### config.mk
export PLATFORM = sky130hd
export DESIGN_NAME = gbts_ctrl
export DESIGN_NICKNAME = d
export VERILOG_FILES = /design/src/rtl/core/gbts_pkg.sv /design/src/rtl/core/gbts_ctrl.sv
export SDC_FILE = /design/constraint.sdc
export NUM_CORES = 1
export LEC_CHECK = 0
export ABC_AREA = 1
export BUFFER_PORTS_ARGS = -buffer_cell sky130_fd_sc_hd__buf_2
export CORE_AREA = 2 2 39 41
export CTS_CLUSTER_SIZE = 8
export DETAILED_ROUTE_END_ITERATION = 12
export DIE_AREA = 0 0 41 43
export PLACE_DENSITY = 0.47
export SYNTH_ARGS = -nofsm -noshare
export SYNTH_HDL_FRONTEND = slang
export SYNTH_SLANG_ARGS = --single-unit
### constraint.sdc
create_clock -name clock -period 0.9 [get_ports clock]
set_input_delay 0.09 -clock clock [delete_from_list [all_inputs] [get_ports clock]]
set_output_delay 0.09 -clock clock [all_outputs]
set_load 0.02 [all_outputs]
### src/rtl/core/gbts_pkg.sv
// Shared types and codes for the gap buffer text store.
package gbts_pkg;

   localparam int ACTION_W = 3;
   localparam int CHAR_W   = 8;
   localparam int POS_W    = 11;
   localparam int STATUS_W = 2;

   localparam logic [ACTION_W-1:0] ACT_INSERT    = 3'd0;
   localparam logic [ACTION_W-1:0] ACT_DELETE    = 3'd1;
   localparam logic [ACTION_W-1:0] ACT_BACKSPACE = 3'd2;
   localparam logic [ACTION_W-1:0] ACT_MOVE      = 3'd3;
   localparam logic [ACTION_W-1:0] ACT_READ      = 3'd4;

   localparam logic [STATUS_W-1:0] ST_OK    = 2'd0;
   localparam logic [STATUS_W-1:0] ST_FULL  = 2'd1;
   localparam logic [STATUS_W-1:0] ST_EMPTY = 2'd2;
   localparam logic [STATUS_W-1:0] ST_RANGE = 2'd3;

   typedef struct packed {
      logic exec;      // item accepted this cycle
      logic rd_done;   // read data ready, load result
      logic mv_rd;     // fetch one byte of a gap move
      logic mv_wr;     // store it across the gap
      logic mv_done;   // gap at target, load result
   } gbts_cmd_type;

   typedef struct packed {
      logic out_free;
      logic read_ok;
      logic move_ok;
      logic at_target;
   } gbts_stat_type;

endpackage

### src/rtl/core/gbts_ctrl.sv
// Sequencing state machine for the gap buffer text store.
module gbts_ctrl import gbts_pkg::*; (
   input  logic                clock,
   input  logic                reset,
   input  logic                req_valid,
   input  logic [ACTION_W-1:0] req_action,
   output logic                req_ready,
   input  gbts_stat_type       stat,
   output gbts_cmd_type        cmd
);

   localparam logic [1:0] S_IDLE   = 2'd0;
   localparam logic [1:0] S_RDWAIT = 2'd1;
   localparam logic [1:0] S_MVCHK  = 2'd2;
   localparam logic [1:0] S_MVWR   = 2'd3;

   logic [1:0] state_ff;
   logic [1:0] state_in;

   assign req_ready = (state_ff == S_IDLE) && stat.out_free;

   always_comb begin
      state_in    = state_ff;
      cmd         = '0;
      case (state_ff)
         S_IDLE: begin
            if (req_valid && req_ready) begin
               cmd.exec = 1'b1;
               if (req_action == ACT_READ && stat.read_ok) begin
                  state_in = S_RDWAIT;
               end else if (req_action == ACT_MOVE && stat.move_ok) begin
                  state_in = S_MVCHK;
               end
            end
         end
         S_RDWAIT: begin
            cmd.rd_done = 1'b1;
            state_in    = S_IDLE;
         end
         S_MVCHK: begin
            if (stat.at_target) begin
               cmd.mv_done = 1'b1;
               state_in    = S_IDLE;
            end else begin
               cmd.mv_rd = 1'b1;
               state_in  = S_MVWR;
            end
         end
         S_MVWR: begin
            cmd.mv_wr = 1'b1;
            state_in  = S_MVCHK;
         end
         default: begin
            state_in = S_IDLE;
         end
      endcase
   end

   always_ff @(posedge clock) begin
      if (reset) begin
         state_ff <= S_IDLE;
      end else begin
         state_ff <= state_in;
      end
   end

endmodule

# Word level (Yosys, flattened, before mapping)
# Cells that the tools add are included.
# totals
output_inout_bits	6
input_bits	10
regBits	2
# classes
n_eq_ne	7
mux	13
reduce_logical	6
# ops
op	n
$mux 1	8
$mux 2	4
$pmux 2 s4	1
$eq 2x2->1 const B	2
$logic_and 1x1->1	4
$eq 3x2->1 const B	1
$eq 3x3->1 const B	1
$ne 3x1->1 const B	1
$eq 2x1->1 const B	1
$logic_not 2->1	1
$ne 2x1->1 const B	1
$reduce_and 2->1	1

# Logic depth before layout (Yosys ltp)
# depth
ltp_word	6
ltp_mapped	7
depth_no_buf	7

# Least setup slack after synthesis
# Ideal clock, no wire load.
# synth_timing
kind	reg2out
startpoint	register state_ff[1]
endpoint	output cmd[4] (netlist name)
path_stages_with_launch	4
t_required_ns	0.810
arrival_ns	1.002
slack_ns	-0.192
path_cell_list	dfxtp_1 nor2_4 inv_1 nor3_1
# synth_lines
element	line_no	text
start: declaration	gbts_ctrl.sv:17	logic [1:0] state_ff;
start signal: assignment	gbts_ctrl.sv:63	state_ff <= state_in;
end: declaration	gbts_ctrl.sv:9	output gbts_cmd_type cmd

==> impl_metrics.csv <==
group,metric,value,unit
routing,vias,264,
finish,layout.cells.most_common,"nand2_1",
global_route,grt_pass1_vias,254,
synthesis,yosys_register_bits,2,
setup_path,timing_worst_setup_path_type,"flip-flop to output pin",
cts,cts_tree,"built",
floorplanning,io_pins,16,
timing,final_max_slew_viol_count,0,
finish,drive_gt1_share,41.4,%
global_route,gr-usage-met2,10.3,%
power,p_seq_share,25.2,%
timing,finalHoldViolCount,0,
synthesis,synth_warnings,0,
cts,clk_pin_slew,0.03,ns
power,p_leak,0.229,nW
cts,h-tree-depth,1,
global_route,grt_usage,7.01,%
synthesis,yosysUniqueCellTypes,8,
global_route,grt.busiest_layer,"met2",
routing,wl,470,um
floorplanning,dieArea,0.00176,mm^2
cts,ctsHoldBuffers,0,
floorplanning,die_w,41,um
min_path,min_path_type,"input port to flip-flop",
power,p_per_area,1010,mW/mm^2
power,swShare,24.1,%
timing,min_period,1.05,ns
global_route,grt_pass1_wl,786,um
cts,cts_buffers,3,
routing,remaining_drc_errors,0,
synthesis,synth_nets,49,
run_status,violations,"setup timing",
job,maxCapViolCount,0,
setup_path,end_kind,"output pin",
cts,cts_root_buf,"clkbuf_4",
routing,drtIter0Drc,1,
setup_path,cp_data_arrival_time,0.96,ns
synthesis,synth_cells,39,
routing,ant_nets,0,
finish,nets,70,
routing,routedWlPerCell,6.35,um
timing,max_freq,950,MHz
global_route,grt_use_met1,6.07,%
timing,setup_viol,5,
power,clkPwrFrac,55.4,%
power,irDropWorstVdd,0.000250,V
routing,first_pass_iters,4,
placed_design,finalWeightedCongestion,0.641,
placed_design,portBuffers,15,
power,switching_power,0.0849,mW
finish,regMostFlops,"state_ff",
timing,worstMarginPinSlew,0.159,ns
timing,fin_skew,0.00111,ns
floorplanning,start_util,14.0,%
timing,whs,0.109,ns
run_status,status,"finished with violations",
global_route,antenna_found_initial,0,
timing,fin_crit_sh,117,%
floorplanning,core-area,0.00138,mm^2
setup_path,path_max_fanout,4,
timing,rsz0062_at_grt,"yes",
timing,relSlewSlack,89.3,%
power,power.share.combinational,19.4,%
global_route,gr-usage-met3,3.14,%
floorplanning,die_h,43,um
timing,finalWorstSetupSlack,-0.153,ns
finish,top_regs,"state_ff (2)",
cts,clockBufferDepth,2,
routing,routed_via_density,3.57,
placed_design,dp_hpwl,384,um
cts,clock_sinks,2,
global_route,grt_max_degree,7,
setup_path,critPathLaunchType,"flip-flop",
synthesis,ys_seq_area_share,20.6,%
cts,clk_latency,0.22,ns
synthesis,syn_area_per_cell,4.97,um^2
power,p_int,0.268,mW
global_route,grt-ovfl-total,0,
finish,final_cell_mix,"nand2_1 (12), inv_1 (10), buf_2 (9)",
setup_path,critPathRequiredTime,0.81,ns
finish,largest_reg_flops,2,
timing,tns,-0.569,ns
synthesis,syn_area,194,um^2
finish,area_growth_syn_to_layout,79.4,%
floorplanning,rows,14,
finish,diodes,0,
## worst max-delay path, stage by stage, from the launching register on
cell	delay [ns]
dfxtp_2	0.33
nor2_4	0.12
inv_2	0.04
nor3_2	0.09
buf_4	0.16
## logic make-up after synthesis
logic type	Yosys count	share of synthesized area, %
AO/OA/AOI/OAI	2	5.16
buffers and inverters	11	21.3
flip-flops	2	20.6
AND/OR/NAND/NOR	24	52.9
## synth_stat cells
master / count / area [um^2]
o21ai_0: 2 / 10.0
dfxtp_1: 2 / 40.0
nand3_1: 3 / 15.0
nand2_1: 12 / 45.0
inv_1: 11 / 41.3
nor3_1: 1 / 5.00
nor2_4: 1 / 11.3
nor2_1: 7 / 26.3
## power groups by stage
stage	Combinational (mW)	Sequential (mW)	Clock (mW)
6_report	0.0686	0.0887	0.195
3_3_place_gp	0.0639	0.0924	0
4_1_cts	0.0691	0.0887	0.210
5_1_grt	0.0788	0.0888	0.213
2_1_floorplan	0.0358	0.0923	0
3_5_place_dp	0.0643	0.0924	0
## final cells by class
class | count | area (um^2)
Inverter | 11 | 41.3
Tap cell | 16 | 20.0
Clock buffer | 3 | 22.5
Fill cell | 172 | 1040
Timing Repair Buffer | 16 | 101
Multi-Input combinational cell | 26 | 118
Sequential cell | 2 | 45.0
## per-layer routing
metal / vias up / wire (um) / share of wire, %
li1: 151 / - / -
met1: 106 / 199 / 42
met2: 7 / 231 / 49
met3: 0 / 38 / 8.1
met4: 0 / 0 / 0
met5: - / 0 / 0
## path summary, 6_finish.rpt
| kind | slack (ns) | start | to | cells past startpoint |
|---|---|---|---|---|
| setup / recovery | -0.15 | state_ff[0]$_SDFFE_PP0P_ | cmd[4] | 4 |
| hold / removal | 0.11 | reset | state_ff[0]$_SDFFE_PP0P_ | 4 |
| setup reg to reg | 0 | state_ff[0]$_SDFFE_PP0P_ | state_ff[0]$_SDFFE_PP0P_ | 6 |
| hold reg to reg | 0.62 | state_ff[1]$_SDFFE_PP0P_ | state_ff[1]$_SDFFE_PP0P_ | 4 |
## repair_timing
| action | in CTS | in global routing |
|---|---|---|
| pin swaps | 1 | 1 |
| setup buffers | 1 | 0 |
| hold endpoints to repair | 0 | 0 |
| gates resized for setup | 11 | 0 |
| setup endpoints to repair | 6 | 8 |
## per-stage QoR
stage                     area [um^2]  worst slack, ns  total power, mW  utilization [%]  cells
after detailed placement          294          -0.0327            0.157             21.2     70
after floorplan                   199          -0.0267            0.128                -     39
after global placement            294          -0.0305            0.156             21.2     70
final                             348           -0.153            0.353             25.1     74
after global routing              348           -0.231            0.380             25.1     74
after CTS                         348           -0.168            0.367             25.1     74
No activity file was read; power rests on OpenSTA's default activity.
